--- config.mk ---
export PLATFORM = sky130hd
export DESIGN_NAME = mxv_addr_gen
export DESIGN_NICKNAME = d
export VERILOG_FILES = /design/src/rtl/mxv_pkg.sv /design/src/rtl/mxv_addr_gen.sv
export SDC_FILE = /design/constraint.sdc
export NUM_CORES = 1
export LEC_CHECK = 0
export ABC_AREA = 1
export BUFFER_PORTS_ARGS = -buffer_cell sky130_fd_sc_hd__clkbuf_2
export CORE_ASPECT_RATIO = 1.5
export CORE_MARGIN = 4
export CORE_UTILIZATION = 52
export DETAILED_ROUTE_END_ITERATION = 16
export GPL_TIMING_DRIVEN = 0
export PLACE_DENSITY_LB_ADDON = 0.12
export SLEW_MARGIN = 10
export SYNTH_ARGS = -nofsm -noshare
export SYNTH_HDL_FRONTEND = slang
export SYNTH_SLANG_ARGS = --single-unit
export TNS_END_PERCENT = 100
--- constraint.sdc ---
create_clock -name clock -period 6.9 [get_ports clock]
set_input_delay 2.07 -clock clock [delete_from_list [all_inputs] [get_ports clock]]
set_output_delay 2.07 -clock clock [all_outputs]
set_load 0.01 [all_outputs]
--- src/rtl/mxv_pkg.sv ---
// Shared types, constants and helper functions for the mirror/XOR video effect.
// This package has no dependencies. All other files reference it by scoped names.
`timescale 1ns / 1ps

package mxv_pkg;

   localparam int MAX_WIDTH  = 64;
   localparam int MAX_HEIGHT = 64;

   localparam int COL_BITS   = (MAX_WIDTH > 1) ? $clog2(MAX_WIDTH) : 1;
   localparam int ROW_BITS   = (MAX_HEIGHT > 1) ? $clog2(MAX_HEIGHT) : 1;
   localparam int ADDR_BITS  = 1 + ROW_BITS + COL_BITS;
   localparam int STORE_DEPTH = 2 ** ADDR_BITS;

   localparam int PIXEL_BITS = 32;
   localparam int COLOR_BITS = 24;
   localparam int MODE_BITS  = 4;
   localparam int SIZE_BITS  = 7;
   localparam int CSR_INDEX_BITS = 2;

   localparam logic [MODE_BITS-1:0]  MODE_RESET   = 4'd0;
   localparam logic [COLOR_BITS-1:0] COLOR_RESET  = 24'd0;
   localparam logic [SIZE_BITS-1:0]  WIDTH_RESET  = 7'd64;
   localparam logic [SIZE_BITS-1:0]  HEIGHT_RESET = 7'd64;

   typedef enum logic [CSR_INDEX_BITS-1:0] {
      CSR_MIRROR_MODE  = 2'd0,
      CSR_XOR_COLOR    = 2'd1,
      CSR_FRAME_WIDTH  = 2'd2,
      CSR_FRAME_HEIGHT = 2'd3
   } csr_index_type;

   typedef enum logic [MODE_BITS-1:0] {
      MODE_NONE        = 4'd0,
      MODE_LEFT        = 4'd1,
      MODE_RIGHT       = 4'd2,
      MODE_LOWER       = 4'd3,
      MODE_LOWER_LEFT  = 4'd4,
      MODE_LOWER_RIGHT = 4'd5,
      MODE_UPPER       = 4'd6,
      MODE_UPPER_LEFT  = 4'd7,
      MODE_UPPER_RIGHT = 4'd8
   } mode_type;

   typedef enum logic [1:0] {
      KEEP_NONE = 2'd0,
      KEEP_LOW  = 2'd1,
      KEEP_HIGH = 2'd2
   } keep_type;

   typedef struct packed {
      logic [MODE_BITS-1:0] fold_mode;
      logic [SIZE_BITS-1:0] frame_width;
      logic [SIZE_BITS-1:0] frame_height;
   } cfg_type;

   typedef struct packed {
      logic [ADDR_BITS-1:0] wr_addr;
      logic [ADDR_BITS-1:0] rd_addr;
      logic                 last;
   } addr_type;

   function automatic keep_type col_keep(input logic [MODE_BITS-1:0] mode);
      keep_type k;
      unique case (mode)
         MODE_LEFT, MODE_LOWER_LEFT, MODE_UPPER_LEFT:    k = KEEP_LOW;
         MODE_RIGHT, MODE_LOWER_RIGHT, MODE_UPPER_RIGHT: k = KEEP_HIGH;
         default:                                        k = KEEP_NONE;
      endcase
      return k;
   endfunction

   function automatic keep_type row_keep(input logic [MODE_BITS-1:0] mode);
      keep_type k;
      unique case (mode)
         MODE_UPPER, MODE_UPPER_LEFT, MODE_UPPER_RIGHT:  k = KEEP_LOW;
         MODE_LOWER, MODE_LOWER_LEFT, MODE_LOWER_RIGHT:  k = KEEP_HIGH;
         default:                                        k = KEEP_NONE;
      endcase
      return k;
   endfunction

   function automatic logic [COL_BITS:0] clamp_width(input logic [SIZE_BITS-1:0] v);
      logic [COL_BITS:0] s;
      if (v == '0) begin
         s = (COL_BITS+1)'(1);
      end else if (32'(v) > 32'(MAX_WIDTH)) begin
         s = (COL_BITS+1)'(MAX_WIDTH);
      end else begin
         s = (COL_BITS+1)'(v);
      end
      return s;
   endfunction

   function automatic logic [ROW_BITS:0] clamp_height(input logic [SIZE_BITS-1:0] v);
      logic [ROW_BITS:0] s;
      if (v == '0) begin
         s = (ROW_BITS+1)'(1);
      end else if (32'(v) > 32'(MAX_HEIGHT)) begin
         s = (ROW_BITS+1)'(MAX_HEIGHT);
      end else begin
         s = (ROW_BITS+1)'(v);
      end
      return s;
   endfunction

   function automatic logic [COL_BITS-1:0] fold_col(input logic [COL_BITS-1:0] c,
                                                   input logic [COL_BITS:0]   size,
                                                   input keep_type            keep);
      logic [COL_BITS:0]   ce;
      logic [COL_BITS:0]   me;
      logic [COL_BITS-1:0] m;
      logic [COL_BITS-1:0] r;
      ce = {1'b0, c};
      me = size - (COL_BITS+1)'(1) - ce;
      m  = me[COL_BITS-1:0];
      if (keep == KEEP_NONE || ce >= size) begin
         r = c;
      end else if (keep == KEEP_LOW) begin
         r = (c < m) ? c : m;
      end else begin
         r = (c > m) ? c : m;
      end
      return r;
   endfunction

   function automatic logic [ROW_BITS-1:0] fold_row(input logic [ROW_BITS-1:0] c,
                                                   input logic [ROW_BITS:0]   size,
                                                   input keep_type            keep);
      logic [ROW_BITS:0]   ce;
      logic [ROW_BITS:0]   me;
      logic [ROW_BITS-1:0] m;
      logic [ROW_BITS-1:0] r;
      ce = {1'b0, c};
      me = size - (ROW_BITS+1)'(1) - ce;
      m  = me[ROW_BITS-1:0];
      if (keep == KEEP_NONE || ce >= size) begin
         r = c;
      end else if (keep == KEEP_LOW) begin
         r = (c < m) ? c : m;
      end else begin
         r = (c > m) ? c : m;
      end
      return r;
   endfunction

endpackage

--- src/rtl/mxv_addr_gen.sv ---
// Raster position counters, bank select and mirrored read address generation.
// Depends on mxv_pkg for widths, the configuration struct and the fold functions.
`timescale 1ns / 1ps

module mxv_addr_gen (
   input  logic              clock,
   input  logic              reset,
   input  logic              advance,
   input  mxv_pkg::cfg_type  cfg,
   output mxv_pkg::addr_type addr
);

   logic [mxv_pkg::COL_BITS-1:0] col_ff, col_in;
   logic [mxv_pkg::ROW_BITS-1:0] row_ff, row_in;
   logic                         bank_ff, bank_in;

   logic [mxv_pkg::COL_BITS:0]   w;
   logic [mxv_pkg::ROW_BITS:0]   h;
   logic [mxv_pkg::COL_BITS-1:0] src_col;
   logic [mxv_pkg::ROW_BITS-1:0] src_row;
   logic                         line_end;
   logic                         frame_last;

   always_comb begin
      w = mxv_pkg::clamp_width(cfg.frame_width);
      h = mxv_pkg::clamp_height(cfg.frame_height);
      src_col = mxv_pkg::fold_col(col_ff, w, mxv_pkg::col_keep(cfg.fold_mode));
      src_row = mxv_pkg::fold_row(row_ff, h, mxv_pkg::row_keep(cfg.fold_mode));
      line_end   = ({1'b0, col_ff} + (mxv_pkg::COL_BITS+1)'(1)) >= w;
      frame_last = line_end && (({1'b0, row_ff} + (mxv_pkg::ROW_BITS+1)'(1)) >= h);
   end

   assign addr.wr_addr = {bank_ff, row_ff, col_ff};
   assign addr.rd_addr = {~bank_ff, src_row, src_col};
   assign addr.last    = frame_last;

   always_comb begin
      col_in  = col_ff;
      row_in  = row_ff;
      bank_in = bank_ff;
      if (advance) begin
         if (line_end) begin
            col_in = '0;
            if (frame_last) begin
               row_in  = '0;
               bank_in = ~bank_ff;
            end else begin
               row_in = row_ff + mxv_pkg::ROW_BITS'(1);
            end
         end else begin
            col_in = col_ff + mxv_pkg::COL_BITS'(1);
         end
      end
   end

   always_ff @(posedge clock) begin
      if (reset) begin
         col_ff  <= '0;
         row_ff  <= '0;
         bank_ff <= 1'b0;
      end else begin
         col_ff  <= col_in;
         row_ff  <= row_in;
         bank_ff <= bank_in;
      end
   end

endmodule

# After elaboration in Yosys (flattened, before gate mapping)
# Index checks and enable logic that the tools add are counted.
[classes]
magnitude_cmp = 10
n_div = 0
reduce_logical = 13
bitwise = 1
multipliers = 0
addsub = 8
mux = 16
eq_ne = 10
n_shift = 0
[ops]
columns = ["op", "n"]
rows = [
  ["$mux 6", 10],
  ["$mux 7", 4],
  ["$eq 4x3->1 const B", 4],
  ["$add 6x1->7 const B", 2],
  ["$ge 6x7->1", 2],
  ["$ge 7x7->1", 2],
  ["$gt 7x7->1 const B", 2],
  ["$logic_not 7->1", 2],
  ["$add 6x1->6 const B", 2],
  ["$gt 6x6->1", 2],
  ["$lt 6x6->1", 2],
  ["$reduce_or 3->1", 4],
  ["$sub 6x1->6 const B", 2],
  ["$sub 6x6->6", 2],
  ["$eq 4x2->1 const B", 2],
  ["$pmux 2 s2", 2],
  ["$eq 2x1->1 const B", 2],
  ["$eq 4x1->1 const B", 1],
  ["$eq 4x4->1 const B", 1],
  ["$logic_not 2->1", 2],
  ["$reduce_and 3->1", 1],
  ["$logic_or 1x1->1", 2],
  ["$reduce_and 2->1", 1],
  ["$logic_and 1x1->1", 1],
  ["$not 1->1", 1],
]
[word_totals]
elab_cells = 61
mem_bits_ro = 0
input_bits = 21
output_inout_bits = 27
n_memories = 0
reg_bits = 13
ramBits = 0
latch_bits = 0

# Longest topological paths before layout
# Gate-level depths: netlist of the first run.
[logic_depth]
ltp_word = 9
mapped_depth = 26

# Least setup slack after synthesis of the first run
# No wires, ideal clock.
[synth_path]
path_type = "input to output"
startpoint = "input port cfg[11] in the netlist's numbering"
endpoint = "output port addr[2] in the netlist's numbering"
stages = 22
path_slack_ns = -0.043
arrival_ns = 4.873
required_time_ns = 4.830
path_buffers = 0
cell_sequence = "nor4_1 > nand3_1 > nand2_1 > nand2_1 > nand2_1 > ha_1 > inv_1 > fa_1 > o21ai_0 > xor2_1 > inv_1 > ha_1 > nand2_1 > nor2_1 > nand2_1 > clkinv_1 > nor2_1 > nor2_2 > nor2_4 > nand2_4 > nand2_1 > nand2_1"
[synth_rtl]
columns = ["element", "line", "rtl"]
rows = [
  ["start: declaration", "mxv_addr_gen.sv:9", "input mxv_pkg::cfg_type cfg,"],
  ["end: declaration", "mxv_addr_gen.sv:10", "output mxv_pkg::addr_type addr"],
]

==> impl_metrics.py, run 1 <==
metrics = {
    "layout": {
        "finalNetCount": 576,
        "diodes": 0,
        "fin_util": 0.734,
        "area_delta_synth_final_pct": 36.3,
        "drive_above_1_share": 0.339,
    },
    "global_route": {
        "grt_pass1_vias": 2767,
        "grt_usage": 0.219,
        "overflow": 0,
        "grt_pass1_wl_mm": 11.1,
        "antenna_found_initial": 0,
        "grt_max_degree": 11,
    },
    "timing": {
        "slew_violations": 0,
        "hold_viol": 0,
        "finalCriticalPeriod_ns": 7.17,
        "rsz0062_at_grt": "yes",
        "fin_ws_ns": -0.267,
        "fin_crit_sh": 1.04,
        "setup_violations": 12,
        "worstMarginPinSlew_ns": 0.439,
        "fin_skew_ns": 0.00264,
        "slew_headroom": 0.707,
        "fmax_mhz": 140,
    },
    "setup_path": {
        "reg2reg_slack_ns": 4.33,
        "reg2reg_from": "row_ff[2]",
        "cp-start-kind": "primary input",
        "r2r_end": "row_ff[3]",
        "cp-end-kind": "output pin",
        "r2r_cells": 13,
        "worstPathRequired_ns": 4.83,
        "cp_max_fo": 7,
        "arrival_ns": 5.10,
        "crit_type": "primary input to output pin",
    },
    "clock_network": {
        "clock_latency_ns": 0.23,
        "cts_sinks": 13,
        "postCtsHoldBufs": 0,
        "numCtsBuffers": 3,
        "cts_tree": "yes",
        "root_buffer": "clkbuf_8",
        "clk_path_buf_depth": 2,
        "ctsHtreeMaxLevel": 1,
        "clk_pin_slew_ns": 0.05,
    },
    "routing": {
        "drcViolationCount": 0,
        "drtPass1Iterations": 4,
        "dr.first_iter.drc_count": 106,
        "viasPerCell": 5.27,
        "wl_per_cell_um": 13.6,
        "ant_nets": 0,
        "totalWireLength_mm": 7.71,
        "vias": 2994,
    },
    "pwr": {
        "p_int_mw": 0.247,
        "swShare": 0.453,
        "power.switching_mw": 0.204,
        "power_mw": 0.451,
        "clock_power_share": 0.142,
        "p_comb_frac": 0.657,
        "seqPwrFrac": 0.201,
        "power_density_nw_per_um2": 127,
        "vdd_drop_max_uv": 60.3,
        "p_leak_nw": 2.03,
    },
    "synth": {
        "synth_area_leaders": "ha_1, nand2_1, inv_1",
        "synth_cell_type_count": 32,
        "ys_seq_elements": 13,
        "ys_seq_area_frac": 0.0997,
        "synth_top_area_share": 0.240,
        "synth.avg_cell_area_um2": 6.08,
        "syn_nets": 502,
        "synth-main-ff-cell": "dfxtp_1",
        "async_reset_ff_frac": 0,
        "yosysTopAreaCell": "ha_1",
        "netlist_area_um2": 2610,
        "synthCells": 429,
        "ys_top_cells_by_count": "nand2_1, inv_1, ha_1, nand3_1, nor2_1",
        "synth_edf_count": 0,
        "synth_warnings": 0,
        "synth_most_common_cell": "nand2_1",
    },
    "placement": {
        "portBuffers": 47,
        "preCtsSetupSlack_ns": -0.523,
        "gp_congestion": 0.863,
        "dp_hpwl_mm": 5.27,
    },
    "min_path": {
        "min_to": "bank_ff",
        "hold_class": "register to register",
        "whs_path_depth": 3,
        "hp-start": "bank_ff",
    },
    "floorplanning": {
        "initial_core_util": 0.538,
        "ioPinCount": 48,
        "die_h_um": 94.8,
        "core_area_um2": 4850,
        "die-area_um2": 6240,
        "die_w_um": 65.8,
        "num_rows": 31,
    },
    "run": {
        "max_cap_viol_count": 0,
    },
    "outcome": {
        "violations": "setup timing",
        "outcome": "finished with violations",
    },
}
==> worst max-delay path by stage <==
stage / cells after the start / slack, ns / startpoint / end
6_report: 23 / -0.27 / cfg[11] / addr[5]
5_1_grt: 23 / -0.48 / cfg[11] / addr[5]
4_1_cts: 24 / -0.20 / cfg[7] / addr[4]
3_5_place_dp: 23 / -0.52 / cfg[11] / addr[1]
3_3_place_gp: 24 / -0.50 / cfg[11] / addr[4]
2_1_floorplan: 22 / 0.003 / cfg[11] / addr[2]
==> registers in the layout (all words and copies together) (netlist names) <==
register / count
col_ff: 6
row_ff: 6
bank_ff: 1
==> power groups by stage <==
stage | clock network [mW] | registers (mW) | logic (mW)
after floorplan | 0 | 0.0896 | 0.160
after global placement | 0 | 0.0912 | 0.213
after detailed placement | 0 | 0.0914 | 0.217
after CTS | 0.0661 | 0.0900 | 0.243
after global routing | 0.0693 | 0.0917 | 0.329
final | 0.0640 | 0.0909 | 0.296
==> area by class of cell <==
class                      count  area (µm²)
multi-input combinational    325        2350
fill                         391        1290
timing repair buffer          69         465
inverter                      87         330
sequential                    13         260
tap                           66        82.6
clock buffer                   4        45.0
buffer                         4        23.8
==> cells in the final DEF, fill, tap and decap left out, drive strengths merged, types with 3 or more instances in the layout <==
| cell | count |
|---|---|
| nand2 | 125 |
| inv | 86 |
| ha | 50 |
| nor2 | 43 |
| clkbuf | 39 |
| nand3 | 39 |
| buf | 38 |
| a21oi | 17 |
| dfxtp | 13 |
| o21ai | 12 |
| nand4 | 11 |
| xor2 | 10 |
| xnor2 | 4 |
| nor3 | 3 |
| nand3b | 3 |
==> critical path: stages <==
cell	delay (ns)
buf_8	0.10
nor4_4	0.28
nand3_1	0.12
nand2_2	0.11
nand2_2	0.07
nand2_4	0.08
ha_4	0.13
inv_2	0.04
fa_2	0.37
o21ai_2	0.16
xor2_1	0.23
inv_1	0.11
ha_4	0.28
nand2_4	0.05
nor2_4	0.12
nand2_2	0.08
nand3_2	0.09
nor2_4	0.05
nor2_4	0.19
nand2_4	0.11
nand2_2	0.07
nand2_1	0.05
buf_2	0.13
==> layer usage <==
layer  wire length (µm)  global-route usage
met2               4330               0.438
met1               2710               0.219
met3                293              0.0119
met4                379               0.107
met5                  0                   0
==> cells by family (layout without fill, tap and decap cells) <==
kind of cell | count (synthesis) | after routing | synth area share
AND/OR/NAND/NOR | 225 | 225 | 0.391
buffers and inverters | 91 | 164 | 0.134
XOR/XNOR | 14 | 14 | 0.0470
AO/OA/AOI/OAI | 34 | 34 | 0.0733
flip-flops | 13 | 13 | 0.0997
adder cells (fa/ha/maj) | 52 | 52 | 0.255
==> through the flow <==
stage / cells / area, µm² / setup TNS [ns] / hold WS (ns)
floorplan: 429 / 2620 / 0 / 0.522
global placement: 542 / 2930 / -5.49 / 0.539
detailed placement: 542 / 2930 / -5.69 / 0.560
CTS: 561 / 3200 / -1.60 / 0.566
global route: 568 / 3560 / -5.28 / 0.634
finish: 568 / 3560 / -2.88 / 0.564
==> timing repair <==
item                       4_1_cts  5_1_grt
resized for setup               29       85
setup buffers                   15        7
setup endpoints to repair       12       12
pin swaps                       28       37
Note: power is estimated with default switching activity, not from simulation.
==> inputs of run 2 (changes only) <==
Settings changed: ABC_AREA 1 to unset, BUFFER_PORTS_ARGS -buffer_cell sky130_fd_sc_hd__clkbuf_2 to -buffer_cell sky130_fd_sc_hd__buf_2, CORE_UTILIZATION 52 to 51.
==> run 2 against run 1 <==
  * Critical endpoint is now addr[7]
  * Synthesized cell count down 34%
  * Sequential power down 9.7%
  * The run still ends with setup timing left
  * Clock power up 5.9%
  * Sequential share of layout area up 1.5 points
==> impl_metrics.py, run 2 <==
metrics = {
    "timing": {
        "hold_viol": 0,
        "fin_ws_ns": -0.934,
        "slew_headroom": 0.614,
        "worstMarginPinSlew_ns": 0.575,
        "slew_violations": 0,
        "fin_crit_sh": 1.14,
        "finalCriticalPeriod_ns": 7.83,
        "fin_skew_ns": 0.00279,
        "setup_violations": 12,
        "fmax_mhz": 128,
        "rsz0062_at_grt": "yes",
    },
    "setup_path": {
        "cp_max_fo": 6,
        "crit_chain": "buf_6 > or4_4 > nor2_2 > o21a_1 > ha_2 > inv_2 > fa_2 > inv_2 > a21oi_2 > o21bai_1 > xnor2_1 > ha_1 > a21oi_2 > nand2_1 > a221oi_4 > mux2i_2 > o2bb2ai_4 > mux2_4 > buf_6",
        "reg2reg_slack_ns": 3.72,
        "cp_slowest_cell": "or4_4",
        "crit_buf_inv": 4,
        "cp-end-kind": "output pin",
        "startpoint": "cfg[2]",
        "cpPeakStageDelay_ns": 0.53,
        "arrival_ns": 5.76,
        "path_depth": 19,
        "worstPathRequired_ns": 4.83,
        "r2r_cells": 12,
        "cp-start-kind": "primary input",
        "cp_top_family": "compound AO/OA/AOI/OAI gates",
        "crit_type": "primary input to output pin",
        "reg2reg_from": "col_ff[0]",
    },
    "clock_network": {
        "clock_latency_ns": 0.24,
        "clk_path_buf_depth": 2,
        "clk_pin_slew_ns": 0.05,
        "postCtsHoldBufs": 0,
        "numCtsBuffers": 3,
        "cts_tree": "yes",
        "root_buffer": "clkbuf_8",
        "cts_sinks": 13,
        "ctsHtreeMaxLevel": 1,
    },
    "synth": {
        "ys_seq_area_frac": 0.113,
        "synth_cell_type_count": 51,
        "ys_top_cells_by_count": "ha_1, inv_1, nand2_1, a21oi_1, xnor2_1",
        "ys_seq_elements": 13,
        "synthCells": 285,
        "synth_top_area_share": 0.272,
        "synth.avg_cell_area_um2": 8.08,
        "netlist_area_um2": 2300,
        "syn_nets": 358,
        "synth_edf_count": 0,
        "yosysTopAreaCell": "ha_1",
        "synth_area_leaders": "ha_1, dfxtp_1, xnor2_1",
        "synth_most_common_cell": "ha_1",
        "async_reset_ff_frac": 0,
        "synth-main-ff-cell": "dfxtp_1",
        "synth_warnings": 0,
    },
    "layout": {
        "fin_cells": 404,
        "finalNetCount": 432,
        "reg_top3": "col_ff (6), row_ff (6), bank_ff (1)",
        "final_area_um2": 2960,
        "diodes": 0,
        "n_fill_cell": 381,
        "final_cell_mix": "ha_1, buf_2, inv_1",
        "drive_above_1_share": 0.293,
        "area_delta_synth_final_pct": 28.7,
        "final_common_cell": "ha_1",
    },
    "pwr": {
        "vdd_drop_max_uv": 57.3,
        "power_density_nw_per_um2": 107,
        "p_leak_nw": 1.53,
    },
    "placement": {
        "portBuffers": 45,
        "gp_congestion": 0.850,
        "dp_hpwl_mm": 4.75,
        "dpl.cell_count": 376,
        "placement.cell_area_um2": 2620,
    },
    "routing": {
        "dr.first_iter.drc_count": 68,
        "totalWireLength_mm": 6.17,
        "wl_per_cell_um": 15.3,
        "vias": 2302,
        "ant_nets": 0,
        "viasPerCell": 5.70,
        "drtPass1Iterations": 4,
        "drcViolationCount": 0,
    },
    "floorplanning": {
        "die_h_um": 90.3,
        "die-area_um2": 5680,
        "ioPinCount": 48,
        "num_rows": 29,
        "die_w_um": 62.9,
        "initial_core_util": 0.538,
        "core_area_um2": 4280,
    },
    "global_route": {
        "grt_max_degree": 11,
        "antenna_found_initial": 0,
        "grt_usage": 0.216,
        "overflow": 0,
        "grt_pass1_wl_mm": 10.2,
        "grt_pass1_vias": 2335,
    },
    "run": {
        "max_cap_viol_count": 0,
    },
    "min_path": {
        "hp-start": "bank_ff",
        "hold_class": "register to register",
        "whs_path_depth": 2,
    },
    "outcome": {
        "violations": "setup timing",
        "outcome": "finished with violations",
    },
}
==> run 2: changes by cell type in the layout (fill, tap and decap cells not counted), moves of 10 or more <==
cell / delta
buf_2: +34
clkbuf_2: -34
inv_1: -43
inv_2: -12
mux2i_1: +10
nand2_1: -72
nand2_2: -23
nand3_1: -12
nand3_2: -11
nor2_1: -19
nor2_4: -11
xnor2_1: +13
==> run 2: worst register-to-register path, delay by kind of cell (launching register included) <==
family	cells	cell delay [ns]
AND/OR/NAND/NOR	5	1.20
AO/OA/AOI/OAI	3	0.45
XOR/XNOR	1	0.08
flip-flops	1	0.53
adder cells (fa/ha/maj)	1	0.30
buffers and inverters	2	0.55
==> run 2: layer usage <==
| layer | wire (µm) | global-route usage |
|---|---|---|
| met5 | 0 | 0 |
| met4 | 307 | 0.105 |
| met3 | 212 | 0.0249 |
| met2 | 3400 | 0.434 |
| met1 | 2250 | 0.208 |
==> run 2: worst paths after layout <==
kind,to
worst max-delay path,addr[7]
worst min-delay path,bank_ff
worst max register to register,row_ff[0]
worst min register to register,bank_ff
==> run 2: area by class of cell <==
class,instances,area (µm²),area share
repair buffers,69,437,0.147
multi-input cells,234,1990,0.672
clock buffers,4,45.0,0.0152
plain buffers,7,41.3,0.0139
flip-flops and latches,13,260,0.0878
well taps,46,57.6,0.0194
inverters,31,130,0.0439
==> run 2: report_power, final <==
group          leakage (nW)  switching [mW]  total [mW]  internal (mW)
logic                  1.40          0.0836       0.167         0.0836
registers             0.105         0.00505      0.0821         0.0770
clock network        0.0228          0.0270      0.0678         0.0408
total                  1.53           0.116       0.317          0.201
==> run 2: logic make-up (layout without fill, tap and decap cells) <==
logic type,Yosys count,count (layout),synth area share
fa+ha+maj,52,52,0.289
simple gates,86,86,0.194
buf+inv,38,111,0.0745
flops,13,13,0.113
xor+xnor,24,24,0.0913
compound gates,58,58,0.174
mux,14,14,0.0636
==> run 2: through the flow <==
stage / worst slack, ns / utilization / power, mW / TNS, ns / hold WS [ns]
CTS: -0.934 / 0.670 / 0.306 / -9.70 / 0.498
detailed placement: -1.04 / 0.613 / 0.218 / -11.64 / 0.491
global route: -1.15 / 0.692 / 0.340 / -12.51 / 0.542
global placement: -1.02 / 0.613 / 0.215 / -11.25 / 0.487
floorplan: -0.563 / - / 0.180 / -5.85 / 0.471
finish: -0.934 / 0.692 / 0.317 / -10.21 / 0.500
==> run 2: what timing repair did <==
action,CTS,global route
setup buffers,22,2
gates resized for setup,9,15
setup endpoints to repair,12,12
pin swaps,22,21
